$ cat config.mk
export PLATFORM = sky130hd
export DESIGN_NAME = mlp_ctrl
export DESIGN_NICKNAME = d
export VERILOG_FILES = /design/src/hw/rtl/mlp_pkg.sv /design/src/hw/rtl/mlp_ctrl.sv
export SDC_FILE = /design/constraint.sdc
export NUM_CORES = 1
export LEC_CHECK = 0
export BUFFER_PORTS_ARGS = -buffer_cell sky130_fd_sc_hd__buf_2
export CAP_MARGIN = 20
export CORE_UTILIZATION = 54
export DETAILED_ROUTE_END_ITERATION = 16
export GPL_TIMING_DRIVEN = 0
export PLACE_DENSITY_LB_ADDON = 0.25
export RECOVER_POWER = 25
export SLEW_MARGIN = 20
export SYNTH_ARGS = -nofsm -noshare
export SYNTH_HDL_FRONTEND = slang
export SYNTH_SLANG_ARGS = --single-unit
export TNS_END_PERCENT = 5
$ cat constraint.sdc
create_clock -name clk -period 3.5 [get_ports clk]
set_input_delay 0.175 -clock clk [delete_from_list [all_inputs] [get_ports clk]]
set_output_delay 0.175 -clock clk [all_outputs]
set_load 0.02 [all_outputs]
$ cat src/hw/rtl/mlp_pkg.sv
// shared types, constants and the sigmoid table builder for the mlp inference block
// no dependencies
package mlp_pkg;

  localparam int MAX_WIDTH  = 16;
  localparam int VALUE_BITS = 16;
  localparam int FRAC_BITS  = VALUE_BITS - 5;
  localparam int ACC_BITS   = 40;
  localparam int SIG_DEPTH  = 1024;
  localparam int SIG_BITS   = $clog2(SIG_DEPTH);
  localparam int PROB_BITS  = 15;

  localparam logic [1:0] OP_WEIGHT  = 2'd0;
  localparam logic [1:0] OP_BIAS    = 2'd1;
  localparam logic [1:0] OP_FEATURE = 2'd2;

  localparam logic [1:0] LAYER_OUT = 2'd2;

  localparam logic [1:0] CFG_INPUT   = 2'd0;
  localparam logic [1:0] CFG_HIDDEN1 = 2'd1;
  localparam logic [1:0] CFG_HIDDEN2 = 2'd2;

  typedef struct packed {
    logic [1:0]                   operation;
    logic [1:0]                   layer;
    logic [3:0]                   neuron;
    logic [3:0]                   source;
    logic signed [VALUE_BITS-1:0] value;
    logic                         last_feature;
  } in_item_t;

  typedef struct packed {
    logic [PROB_BITS-1:0] probability;
    logic                 positive_class;
  } out_item_t;

  typedef enum logic [1:0] {
    MAC_NONE = 2'd0,
    MAC_BIAS = 2'd1,
    MAC_TERM = 2'd2
  } mac_op_t;

  typedef struct packed {
    mac_op_t    op;
    logic [1:0] layer;
    logic [3:0] row;
    logic [3:0] col;
    logic       wb;
    logic       sig;
  } dp_cmd_t;

  typedef struct packed {
    logic [PROB_BITS-1:0] prob;
  } dp_stat_t;

  typedef logic [PROB_BITS-1:0] sig_rom_t [SIG_DEPTH];

  // shift-subtract division, only used while building the table
  function automatic longint unsigned udiv(longint unsigned n, longint unsigned d);
    longint unsigned q;
    longint unsigned r;
    q = '0;
    r = '0;
    for (int b = 63; b >= 0; b--) begin
      r = {r[62:0], n[b]};
      if (r >= d) begin
        r    = r - d;
        q[b] = 1'b1;
      end
    end
    return q;
  endfunction

  // sigmoid at the left edge of bin i, q0.15, integer-only
  function automatic logic [PROB_BITS-1:0] sig_entry(int i);
    longint          num;
    longint          sum;
    longint unsigned mag;
    longint unsigned a;
    longint unsigned y;
    longint unsigned term;
    longint unsigned e;
    longint unsigned s;
    longint unsigned p;
    longint unsigned one;
    bit              neg;
    int              k;
    one  = 64'd1 << 31;
    num  = 64'(16 * i) - 64'(8 * SIG_DEPTH);
    neg  = num < 0;
    mag  = neg ? longint'(-num) : longint'(num);
    a    = (mag << 31) >> SIG_BITS;
    y    = a >> 4;
    term = one;
    sum  = longint'(one);
    for (k = 1; k <= 16; k++) begin
      term = udiv((term * y) >> 31, 64'(k));
      if (k[0]) sum = sum - longint'(term);
      else sum = sum + longint'(term);
    end
    e = (sum < 0) ? 64'd0 : longint'(sum);
    for (k = 0; k < 4; k++) e = (e * e) >> 31;
    if (neg) s = udiv(one * e, one + e);
    else s = udiv(one * one, one + e);
    p = (s + (64'd1 << 15)) >> 16;
    return (p > 64'd32767) ? 15'd32767 : p[PROB_BITS-1:0];
  endfunction

  function automatic sig_rom_t build_sig();
    sig_rom_t t;
    for (int i = 0; i < SIG_DEPTH; i++) t[i] = sig_entry(i);
    return t;
  endfunction

endpackage

$ cat src/hw/rtl/mlp_ctrl.sv
// controller: width registers, layer/neuron/column sequencer, result register
// depends on mlp_pkg
module mlp_ctrl (
  input  logic               clk,
  input  logic               rst_n,
  input  logic               cfg_we,
  input  logic [1:0]         cfg_addr,
  input  logic [4:0]         cfg_wdata,
  input  logic               start,
  output logic               in_ready,
  output mlp_pkg::dp_cmd_t   cmd,
  input  mlp_pkg::dp_stat_t  stat,
  output logic               out_valid,
  input  logic               out_ready,
  output mlp_pkg::out_item_t out_item
);

  typedef enum logic [7:0] {
    S_IDLE  = 8'b0000_0001,
    S_BIAS  = 8'b0000_0010,
    S_MAC   = 8'b0000_0100,
    S_DRAIN = 8'b0000_1000,
    S_WB    = 8'b0001_0000,
    S_SIG   = 8'b0010_0000,
    S_OUT   = 8'b0100_0000,
    S_SPARE = 8'b1000_0000
  } state_t;

  state_t     state_r, state_nxt;
  logic [4:0] w0_r, w1_r, w2_r;
  logic [1:0] layer_r, layer_nxt;
  logic [3:0] row_r, row_nxt, col_r, col_nxt;
  logic [1:0] drain_r, drain_nxt;
  logic       out_valid_r, out_valid_nxt;
  mlp_pkg::out_item_t out_item_r, out_item_nxt;
  logic [4:0] n_in, n_out;

  function automatic logic [4:0] clamp_w(logic [4:0] w);
    if (w == 5'd0) return 5'd1;
    if (w > 5'(mlp_pkg::MAX_WIDTH)) return 5'(mlp_pkg::MAX_WIDTH);
    return w;
  endfunction

  always_comb begin
    unique case (layer_r)
      2'd0:    begin n_in = clamp_w(w0_r); n_out = clamp_w(w1_r); end
      2'd1:    begin n_in = clamp_w(w1_r); n_out = clamp_w(w2_r); end
      default: begin n_in = clamp_w(w2_r); n_out = 5'd1; end
    endcase
  end

  always_comb begin
    state_nxt     = state_r;
    layer_nxt     = layer_r;
    row_nxt       = row_r;
    col_nxt       = col_r;
    drain_nxt     = drain_r;
    out_valid_nxt = out_valid_r && !out_ready;
    out_item_nxt  = out_item_r;
    cmd           = '0;
    cmd.op        = mlp_pkg::MAC_NONE;
    cmd.layer     = layer_r;
    cmd.row       = row_r;
    cmd.col       = col_r;
    unique case (state_r)
      S_IDLE: begin
        if (start) begin
          state_nxt = S_BIAS;
          layer_nxt = 2'd0;
          row_nxt   = '0;
        end
      end
      S_BIAS: begin
        cmd.op    = mlp_pkg::MAC_BIAS;
        col_nxt   = '0;
        state_nxt = S_MAC;
      end
      S_MAC: begin
        cmd.op = mlp_pkg::MAC_TERM;
        if ({1'b0, col_r} == n_in - 5'd1) begin
          state_nxt = S_DRAIN;
          drain_nxt = '0;
        end else begin
          col_nxt = col_r + 4'd1;
        end
      end
      S_DRAIN: begin
        drain_nxt = drain_r + 2'd1;
        if (drain_r == 2'd2) state_nxt = S_WB;
      end
      S_WB: begin
        cmd.wb = 1'b1;
        if ({1'b0, row_r} == n_out - 5'd1) begin
          row_nxt = '0;
          if (layer_r == mlp_pkg::LAYER_OUT) begin
            state_nxt = S_SIG;
          end else begin
            layer_nxt = layer_r + 2'd1;
            state_nxt = S_BIAS;
          end
        end else begin
          row_nxt   = row_r + 4'd1;
          state_nxt = S_BIAS;
        end
      end
      S_SIG: begin
        cmd.sig   = 1'b1;
        state_nxt = S_OUT;
      end
      S_OUT: begin
        if (!out_valid_r || out_ready) begin
          out_valid_nxt               = 1'b1;
          out_item_nxt.probability    = stat.prob;
          out_item_nxt.positive_class = stat.prob > 15'd16384;
          state_nxt                   = S_IDLE;
        end
      end
      default: state_nxt = S_IDLE;
    endcase
  end

  always_ff @(posedge clk) begin
    if (!rst_n) begin
      state_r     <= S_IDLE;
      out_valid_r <= 1'b0;
      w0_r        <= 5'd8;
      w1_r        <= 5'd10;
      w2_r        <= 5'd10;
      layer_r     <= '0;
      row_r       <= '0;
      col_r       <= '0;
      drain_r     <= '0;
    end else begin
      state_r     <= state_nxt;
      out_valid_r <= out_valid_nxt;
      layer_r     <= layer_nxt;
      row_r       <= row_nxt;
      col_r       <= col_nxt;
      drain_r     <= drain_nxt;
      if (cfg_we) begin
        unique case (cfg_addr)
          mlp_pkg::CFG_INPUT:   w0_r <= cfg_wdata;
          mlp_pkg::CFG_HIDDEN1: w1_r <= cfg_wdata;
          mlp_pkg::CFG_HIDDEN2: w2_r <= cfg_wdata;
          default: ;
        endcase
      end
    end
  end

  always_ff @(posedge clk) begin
    out_item_r <= out_item_nxt;
  end

  assign in_ready  = state_r == S_IDLE;
  assign out_valid = out_valid_r;
  assign out_item  = out_item_r;

endmodule
After elaboration in Yosys (flattened, before gate mapping)
Cells that the tools add are included.
- reduce and logical (&&, ||, !) cells: 22
- muxes and demuxes: 62
- equality and inequality tests: 21
- shifts and indexed selects: 0
- divide/modulo/power cells: 0
- bitwise gates (word level): 0
- multiply operators: 0
- order comparisons: 4
- $add $sub $neg: 6
- operator list (cell ; number):
    5-bit 2-to-1 mux ; 16
    8-bit case mux with 7 select lines ; 1
    8-bit 2-to-1 mux ; 5
    1-bit 2-to-1 mux ; 25
    5-bit case mux with 2 select lines ; 2
    4-bit case mux with 2 select lines ; 2
    15-bit > comparator, second input constant ; 1
    5-bit > comparator, second input constant ; 3
    5-bit logical NOT ; 3
    2-bit inequality test, second input constant ; 7
    2-bit AND reduction ; 7
    4-bit 2-to-1 mux ; 3
    2-bit case mux with 2 select lines ; 3
    4-bit by 5-bit equality test with 1-bit output ; 2
    5-bit by 1-bit subtractor with 5-bit output, second input constant ; 2
    4-bit by 1-bit adder with 4-bit output, second input constant ; 2
    8-bit by 1-bit equality test with 1-bit output, second input constant ; 1
    8-bit by 2-bit equality test with 1-bit output, second input constant ; 1
    8-bit by 3-bit equality test with 1-bit output, second input constant ; 1
    8-bit by 4-bit equality test with 1-bit output, second input constant ; 1
    8-bit by 5-bit equality test with 1-bit output, second input constant ; 1
    8-bit by 6-bit equality test with 1-bit output, second input constant ; 1
    8-bit by 7-bit equality test with 1-bit output, second input constant ; 1
    2-bit 2-to-1 mux ; 4
    other kinds (11) ; 20
- RAM bits: 0
- bits of input ports: 27
- memory bits (read-only): 0
- word-level logic and storage cells: 126
- memories: 0
- output and inout bits: 32
- bits in latches: 0
- bits in registers: 52

Longest topological paths before layout
Gate-level depths: netlist of run 1.
- depth after elaboration: 12
- depth in mapped cells: 14
- mapped depth without buffers: 12

Worst setup path before layout of run 1
No wires, ideal clock.
- kind: register -> register
- from: reg layer_r[0]
- to: reg col_r[0]
- required time: 3.428 ns
- path slack: 0.527 ns
- data arrival time: 2.901 ns
- path buffers: 2
- cell stages (with the launch flop): 14
- setup time: 0.072 ns
- period minus slack after synthesis: 2.973 ns
- path through: dfxtp_1 > inv_1 > ha_1 > buf_2 > and2b_2 > o21ai_0 > o311a_1 > ha_1 > nand2_1 > or3_2 > a221oi_2 > nand2b_1 > buf_6 > mux2i_1
- word-level cells in the longest chain between the ends: 6
- elaborated cells on any way between the ends: 7
- those cells by class: add/sub (1); eq/ne (3); mux (1); reduce/logical (2)
- RTL lines (item ; line ; source):
    start, declared ; mlp_ctrl.sv:31 ; logic [1:0] layer_r, layer_nxt;
    start signal, assigned ; mlp_ctrl.sv:136 ; layer_r <= layer_nxt;
    2-bit by 1-bit equality test with 1-bit output or 2-bit logical NOT (tied branches) ; mlp_ctrl.sv:45 ; unique case (layer_r)
    5-bit case mux with 2 select lines * ; mlp_ctrl.sv:45 ;
    5-bit by 1-bit subtractor with 5-bit output * ; mlp_ctrl.sv:80 ; if ({1'b0, col_r} == n_in - 5'd1) begin
    4-bit by 5-bit equality test with 1-bit output * ; mlp_ctrl.sv:80 ;
    2-bit inequality test (no line) * ; n/a ;
    2-bit AND reduction (no line) * ; n/a ;
    end signal, assigned ; mlp_ctrl.sv:138 ; col_r <= col_nxt;
    end, declared ; mlp_ctrl.sv:32 ; logic [3:0] row_r, row_nxt, col_r, col_nxt;
Every way passes the cells marked *; elsewhere a longest branch is shown, timed or not.
A chain may end at the register's enable or synchronous reset.

Worst setup path after layout of run 1
Same ends and word-level chain as after synthesis.

==> flow_summary.ini, run 1 <==
[critical_path]
worstPathMaxFanout = 10
worstSetupStartpointType = flop
crit_family = compound AO/OA/AOI/OAI gates
crit_arrival_ns = 3.42
path_cells = inv_1 -> ha_1 -> buf_2 -> nor3_1 -> o21ai_0 -> o311a_1 -> ha_1 -> a31o_1 -> o211ai_2 -> nand3b_1 -> a221oi_4 -> nand2b_1 -> buf_6 -> mux2i_1
critPathCaptureType = flop
path_class = flop to flop
cp_num_buf_inv = 3
slowest_stage = dfxtp_1
slowest_delay_ns = 0.42
reg2reg_slack_ns = 0.33
required_ns = 3.75
cp_common_cell = ha_1

[yosys]
yosys.cell_count.top_type = dfxtp_1
synth_common_cells = dfxtp_1, nand2_1, edfxtp_1, nand3b_1, mux2i_1
seq_area_frac_synth = 0.433
synth_compound_area_frac = 0.138
syn_avg_cell_area_um2 = 9.78
ys_ff_latch = 51
syn_inst = 279
synth_top_area_frac = 0.257
synth_area_leader_cell = dfxtp_1
syn_nets = 314
synthAdderAreaFrac = 0.0367
synthMuxAreaShare = 0.0550
syn_area_um2 = 2730
synth_flop_cell = dfxtp_1
ys_types = 61
synth_xor_area_frac = 0.0179
synthTopCellsByArea = dfxtp_1, edfxtp_1, mux2i_1, nand3b_1, ha_1
synth_top_family_by_area = simple AND/OR/NAND/NOR gates
synth_edf_count = 16
synth-simple-area-share = 0.279
synth_warnings = 0
async_reset_ff_frac = 0

[clocking]
path_clk_slew_ns = 0.09
cts_tree = done
numClockSinks = 51
cts_htree_levels = 2
cts-root-buf = clkbuf_8
clockBufferDepth = 2
clock_insertion_delay_worst_skew_ns = 0.31
numCtsBuffers = 5

[global_route]
grt_pass1_wl_um = 9410
grt_pass1_vias = 2067
grt_overflow = 0
grt_max_degree = 17
track_usage = 0.230
antenna_found_initial = 0

[power_and_ir_drop]
power.density_nw_per_um2 = 372
vdd_drop_max_mv = 0.188
power_mw = 1.19
leakagePower_nw = 1.30

[routing]
via_per_inst = 5.70
drc_errors = 0
wl_per_cell_um = 14.2
vias = 2343
ant_nets = 0
dr.pass1.iters = 4
drtIter0Drc = 132
routed_wl_um = 5830

[floorplan]
coreArea_um2 = 4790
fp.dieArea_um2 = 5340
die_h_um = 73.1
die_x_um = 73.1
fp-row-count = 25
io_pins = 59
start_util = 0.570

[sta]
rsz0062_at_grt = no
worst_slew_pin_slew_ns = 0.962
setup_ws_ns = 0.325
hold_violations = 0
clock_skew_ns = 0.00757
period_share = 0.907
timing.fmax_mhz = 315
finalSetupTns_ns = 0
slew_headroom = 0.358
final_max_slew_viol_count = 0
setup-violations-final = 0
period_needed_ns = 3.17

[finish]
final_nets = 378
diodes = 0
final_cells = 411
syn2layout_area_growth_pct = 17.4
drive_gt1_frac = 0.206
utilization = 0.670

[placed_design]
placedCellCount = 403
port_buffers = 57
dp_slack_ns = 0.350
place_congestion = 0.874
dp_hpwl_um = 4360

[run_status]
status = complete, no violations

[flow_run]
maxCapViolCount = 0

[min_path]
hold_path.class = primary input to flop
-- state kept, by name, indices dropped and copies added (netlist names) --
name,flops
w0_r,5
row_r,4
out_valid,1
w2_r,5
layer_r,2
drain_r,2
w1_r,5
col_r,4
out_item,16
state_r,7
-- layout by cell type (no fill, tap or decap), types with 8 or more instances in the layout --
cell / instances
nand2_1: 25
nor3_1: 8
a21oi_1: 11
nand3b_1: 16
ha_1: 8
clkbuf_1: 16
buf_2: 48
mux2i_1: 15
edfxtp_1: 16
nand3_1: 8
dfxtp_1: 35
nor2_1: 14
nor2b_1: 12
inv_1: 12
-- through the flow --
step | cell area (um^2) | hold WS, ns
2_1_floorplan | 2730 | 0.274
3_3_place_gp | 3100 | 0.367
3_5_place_dp | 3100 | 0.370
4_1_cts | 3210 | 0.0526
5_1_grt | 3200 | 0.0486
6_report | 3200 | 0.0565
-- cell families after synthesis --
kind of cell / after synthesis
muxes: 15
buffers and inverters: 21
adders and majority gates: 8
AOI/OAI and AO/OA: 52
xor gates and xnor gates: 4
DFF: 51
and+or+nand+nor: 128
-- path summary, 6_finish.rpt --
path / startpoint / endpoint / cells past startpoint
setup reg to reg: layer_r[0]$_SDFFE_PN0P_ / col_r[0]$_SDFFE_PN0P_ / 14
setup / recovery: layer_r[0]$_SDFFE_PN0P_ / col_r[0]$_SDFFE_PN0P_ / 14
hold / removal: stat[0] / out_item[1]$_DFFE_PP_ / 1
hold reg to reg: drain_r[0]$_SDFFE_PN0P_ / drain_r[0]$_SDFFE_PN0P_ / 1
-- power breakdown --
group          total [mW]  switching (mW)  internal [mW]
sequential          0.630          0.0104          0.620
combinational       0.153          0.0893         0.0635
clock               0.407           0.194          0.213
total                1.19           0.294          0.897
-- layout make-up --
class / count / area [um^2]
plain buffers: 9 / 61.3
clock buffers: 6 / 72.6
clock inverters: 2 / 37.5
fillers: 410 / 1580
inverters: 12 / 45.0
multi-input cells: 207 / 1450
flip-flops and latches: 51 / 1180
well taps: 67 / 83.8
repair buffers: 57 / 272
-- worst reg2reg max path: stages, from the launching register on --
cell	delay (ns)
dfxtp_1	0.42
inv_1	0.09
ha_1	0.24
buf_2	0.19
nor3_1	0.29
o21ai_0	0.14
o311a_1	0.19
ha_1	0.25
a31o_1	0.22
o211ai_2	0.07
nand3b_1	0.13
a221oi_4	0.42
nand2b_1	0.17
buf_6	0.13
mux2i_1	0.17
-- routing by layer --
layer,track usage,wire length [um]
met3,0.0456,400
met1,0.305,2640
met4,0.0784,65
met2,0.372,2730
met5,0,0
-- timing repair --
item,in CTS,in global routing
buffers inserted,0,0
resized for setup,0,1
setup endpoints to repair,0,4
hold endpoints to repair,0,0
hold buffers,0,0
Note: power is estimated with default switching activity, not from simulation.
==> run 2: changes to the inputs <==
CORE_UTILIZATION = 56   (was 54)
CTS_BUF_LIST = sky130_fd_sc_hd__clkbuf_4 sky130_fd_sc_hd__clkbuf_8   (was unset)
==> flow_summary.ini, run 2 (synthesis results as in run 1) <==
[critical_path]
cp-startpoint = layer_r[0]$_SDFFE_PN0P_
required_ns = 3.75
critPathCaptureType = flop
slowest_delay_ns = 0.48
crit_arrival_ns = 3.47
cp_common_cell = ha_1
path_cells = inv_1 -> ha_1 -> buf_2 -> nor3_1 -> o21ai_0 -> o311a_1 -> ha_1 -> a31o_1 -> o211ai_2 -> nand3b_1 -> a221oi_2 -> nand2b_1 -> buf_6 -> mux2i_1
worstSetupStartpointType = flop
slowest_stage = a221oi_2
r2r_cells = 14
path_class = flop to flop
worstPathMaxFanout = 10
r2r_start = layer_r[0]$_SDFFE_PN0P_

[sta]
rsz0062_at_grt = no
clock_skew_ns = 0.00681
finalSetupTns_ns = 0
period_needed_ns = 3.22
hold_slack_ns = 0.0486
worst_slew_pin_slew_ns = 0.990
period_share = 0.921
slew_headroom = 0.339
final_max_slew_viol_count = 0
setup-violations-final = 0
setup_ws_ns = 0.277
hold_violations = 0
timing.fmax_mhz = 310

[routing]
routed_wl_um = 5910
vias = 2338
drc_errors = 0
drtIter0Drc = 100
via_per_inst = 5.87
dr.pass1.iters = 4
ant_nets = 0
wl_per_cell_um = 14.9

[finish]
final_cells = 398
final_common_cell = buf_2
most-common-layout-cells = buf_2, dfxtp_1, nand2_1
largest_reg_flops = 16
drive_gt1_frac = 0.224
diodes = 0
final_nets = 378
syn2layout_area_growth_pct = 16.8

[global_route]
track_usage = 0.238
grt_overflow = 0
antenna_found_initial = 0
grt_pass1_wl_um = 9540
grt_pass1_vias = 2160
grt_max_degree = 18

[clocking]
clockBufferDepth = 2
clock_insertion_delay_worst_skew_ns = 0.31
cts_tree = done
holdBufCountCts = 0
cts-root-buf = clkbuf_8
numCtsBuffers = 5
path_clk_slew_ns = 0.10
cts_resized = 0
cts_htree_levels = 2
numClockSinks = 51
cts_setup_buffers = 0

[placed_design]
dp_slack_ns = 0.308
port_buffers = 57
dp_hpwl_um = 4440
placedCellCount = 390
place_congestion = 0.860

[floorplan]
die_x_um = 71.8
fp.dieArea_um2 = 5160
fp-row-count = 25
die_h_um = 71.8
io_pins = 59
coreArea_um2 = 4690
start_util = 0.582

[power_and_ir_drop]
leakagePower_nw = 1.30
power.density_nw_per_um2 = 378
power_mw = 1.21
vdd_drop_max_mv = 0.218

[run_status]
status = complete, no violations

[min_path]
holdPathStages = 1
hold_path.class = primary input to flop
hold_path.startpoint = stat[5]

[flow_run]
maxCapViolCount = 0
==> run 2: changes by cell type in the layout (fill, tap and decap cells not counted) <==
cell / change
a221oi_4: -1
a221oi_2: +1
buf_2: +5
inv_6: +1
clkbuf_1: -6
==> run 2: path summary, 6_finish.rpt <==
check | endpoint | slack [ns]
setup / recovery | col_r[0]$_SDFFE_PN0P_ | 0.28
hold / removal | out_item[6]$_DFFE_PP_ | 0.05
setup reg to reg | col_r[0]$_SDFFE_PN0P_ | 0.28
hold reg to reg | drain_r[0]$_SDFFE_PN0P_ | 0.45
==> run 2: worst max-delay path: cells and delay by family, from the launching register on <==
| family | cells | cell delay (ns) |
|---|---|---|
| AO/OA/AOI/OAI | 5 | 1.09 |
| adder cells (fa/ha/maj) | 2 | 0.48 |
| buffers and inverters | 3 | 0.41 |
| flip-flops | 1 | 0.42 |
| multiplexers | 1 | 0.18 |
| AND/OR/NAND/NOR | 3 | 0.58 |
==> run 2: per-stage QoR <==
step / area (um^2) / utilization
after floorplan: 2730 / -
after global placement: 3080 / 0.657
after detailed placement: 3080 / 0.657
after CTS: 3200 / 0.682
after global routing: 3190 / 0.679
final: 3190 / 0.679
==> run 2: power breakdown <==
part | leakage (nW) | switching, mW | total (mW) | internal (mW)
combinational | 0.816 | 0.0874 | 0.151 | 0.0639
clock | 0.0548 | 0.208 | 0.423 | 0.215
sequential | 0.427 | 0.0107 | 0.631 | 0.620
==> run 2: final cells by class <==
type | instances | area, um^2
fillers | 396 | 1500
multi-input cells | 207 | 1440
flip-flops and latches | 51 | 1180
repair buffers | 57 | 278
clock buffers | 5 | 68.8
well taps | 54 | 67.6
plain buffers | 9 | 61.3
clock inverters | 3 | 46.3
inverters | 12 | 45.0
==> run 2: metal layers <==
metal,part of all wire,track usage,vias up
li1,-,-,1159
met1,0.47,0.304,1086
met2,0.47,0.392,78
met3,0.042,0.0478,15
met4,0.021,0.100,0
met5,0,0,-
==> run 3: changes to the inputs <==
CELL_PAD_IN_SITES_DETAIL_PLACEMENT = 0   (was unset)
CELL_PAD_IN_SITES_GLOBAL_PLACEMENT = 2   (was unset)
CORE_UTILIZATION = 35   (was 56)
==> flow_summary.ini, run 3 (synthesis results as in run 1) <==
[run_status]
status = complete, no violations

[finish]
syn2layout_area_growth_pct = 18.6
most-common-layout-cells = buf_2, dfxtp_1, nand2_1
final_common_cell = buf_2
final_nets = 378
drive_gt1_frac = 0.218
largest_reg_flops = 16
diodes = 0
n_fill_cell = 751

[global_route]
track_usage = 0.168
antenna_found_initial = 0
grt_max_degree = 19
grt_pass1_wl_um = 10900
grt_pass1_vias = 2172
grt_overflow = 0

[sta]
hold_violations = 0
timing.fmax_mhz = 319
period_share = 0.897
slew_headroom = 0.189
rsz0062_at_grt = no
final_max_slew_viol_count = 0
setup-violations-final = 0
clock_skew_ns = 0.00683
hold_slack_ns = 0.0472
worst_slew_pin_slew_ns = 1.21
finalSetupTns_ns = 0
period_needed_ns = 3.14

[routing]
via_per_inst = 5.16
ant_nets = 0
drtIter0Drc = 88
dr.pass1.iters = 5
drc_errors = 0
vias = 2288
routed_wl_um = 6550
wl_per_cell_um = 14.8

[critical_path]
cp-startpoint = layer_r[0]$_SDFFE_PN0P_
path_class = flop to flop
r2r-end = layer_r[1]$_SDFFE_PN0P_
required_ns = 3.70
reg2reg_slack_ns = 0.36
crit_end = layer_r[1]$_SDFFE_PN0P_
path_cells = inv_1 -> ha_1 -> buf_2 -> and2b_1 -> o21ai_0 -> and3b_1 -> ha_1 -> and3_1 -> o21ai_0 -> a31oi_1 -> a211oi_2 -> nor3b_1 -> o22ai_1
worstPathMaxFanout = 10
r2r_start = layer_r[0]$_SDFFE_PN0P_
worstSetupStartpointType = flop
crit_arrival_ns = 3.34
slowest_delay_ns = 0.49
r2r_cells = 13
slowest_stage = a211oi_2
critPathCaptureType = flop

[power_and_ir_drop]
power.density_nw_per_um2 = 357
vdd_drop_max_mv = 0.168
leakagePower_nw = 1.30

[clocking]
path_clk_slew_ns = 0.10
holdBufCountCts = 0
cts_tree = done
cts-root-buf = clkbuf_8
cts_htree_levels = 2
cts_setup_buffers = 0
cts_resized = 0
numCtsBuffers = 5
clockBufferDepth = 2
clock_insertion_delay_worst_skew_ns = 0.32
numClockSinks = 51

[floorplan]
fp-row-count = 31
coreArea_um2 = 7410
die_x_um = 90.3
io_pins = 59
die_h_um = 90.3
fp.dieArea_um2 = 8150
start_util = 0.368

[min_path]
hold_path.class = primary input to flop
hold_path.startpoint = stat[0]

[placed_design]
place_congestion = 0.822
dp_hpwl_um = 4970
port_buffers = 57

[flow_run]
maxCapViolCount = 0
[run 3: area by class of cell]
cell class                 instances  area [um^2]  area share
inverter                          12         45.0      0.0139
sequential                        51         1180       0.365
tap                               99          124      0.0383
timing repair buffer              57          274      0.0847
multi-input combinational        207         1460       0.450
buffer                             9         61.3      0.0189
clock buffer                       5         68.8      0.0213
clock inverter                     3         26.3     0.00812
[run 3: worst min-delay path by stage]
stage | slack [ns] | endpoint | depth (start not counted)
3_5_place_dp | 0.37 | out_item[11]$_DFFE_PP_ | 1
2_1_floorplan | 0.27 | out_item[10]$_DFFE_PP_ | 0
6_report | 0.05 | out_item[1]$_DFFE_PP_ | 1
3_3_place_gp | 0.37 | out_item[14]$_DFFE_PP_ | 1
5_1_grt | 0.02 | out_item[1]$_DFFE_PP_ | 1
4_1_cts | 0.04 | out_item[11]$_DFFE_PP_ | 1
[run 3: routing by layer]
metal / vias to the layer above / share of wire / global-route usage
li1: 1161 / - / -
met1: 1072 / 0.48 / 0.219
met2: 48 / 0.48 / 0.282
met3: 7 / 0.035 / 0.0337
met4: 0 / 0.012 / 0.0484
met5: - / 0 / 0
[run 3: critical path, delay by kind of cell, from the launching register on]
| kind | cells | cell delay [ns] |
|---|---|---|
| flops | 1 | 0.36 |
| simple gates | 4 | 0.88 |
| buf+inv | 2 | 0.34 |
| compound gates | 5 | 0.96 |
| fa+ha+maj | 2 | 0.48 |
[run 3: where the power goes]
group / internal, mW / switching, mW
Combinational: 0.0636 / 0.0926
Clock: 0.148 / 0.220
Sequential: 0.620 / 0.0103
Total: 0.831 / 0.323
[run 3: through the flow]
stage	setup slack [ns]	area, um^2	std cells	utilization	total power [mW]
2_1_floorplan	0.527	2730	279	-	0.748
3_3_place_gp	0.322	3140	435	0.424	0.800
3_5_place_dp	0.286	3150	435	0.425	0.801
4_1_cts	0.248	3240	443	0.437	1.17
5_1_grt	0.0992	3240	443	0.437	1.22
6_report	0.361	3240	443	0.437	1.15
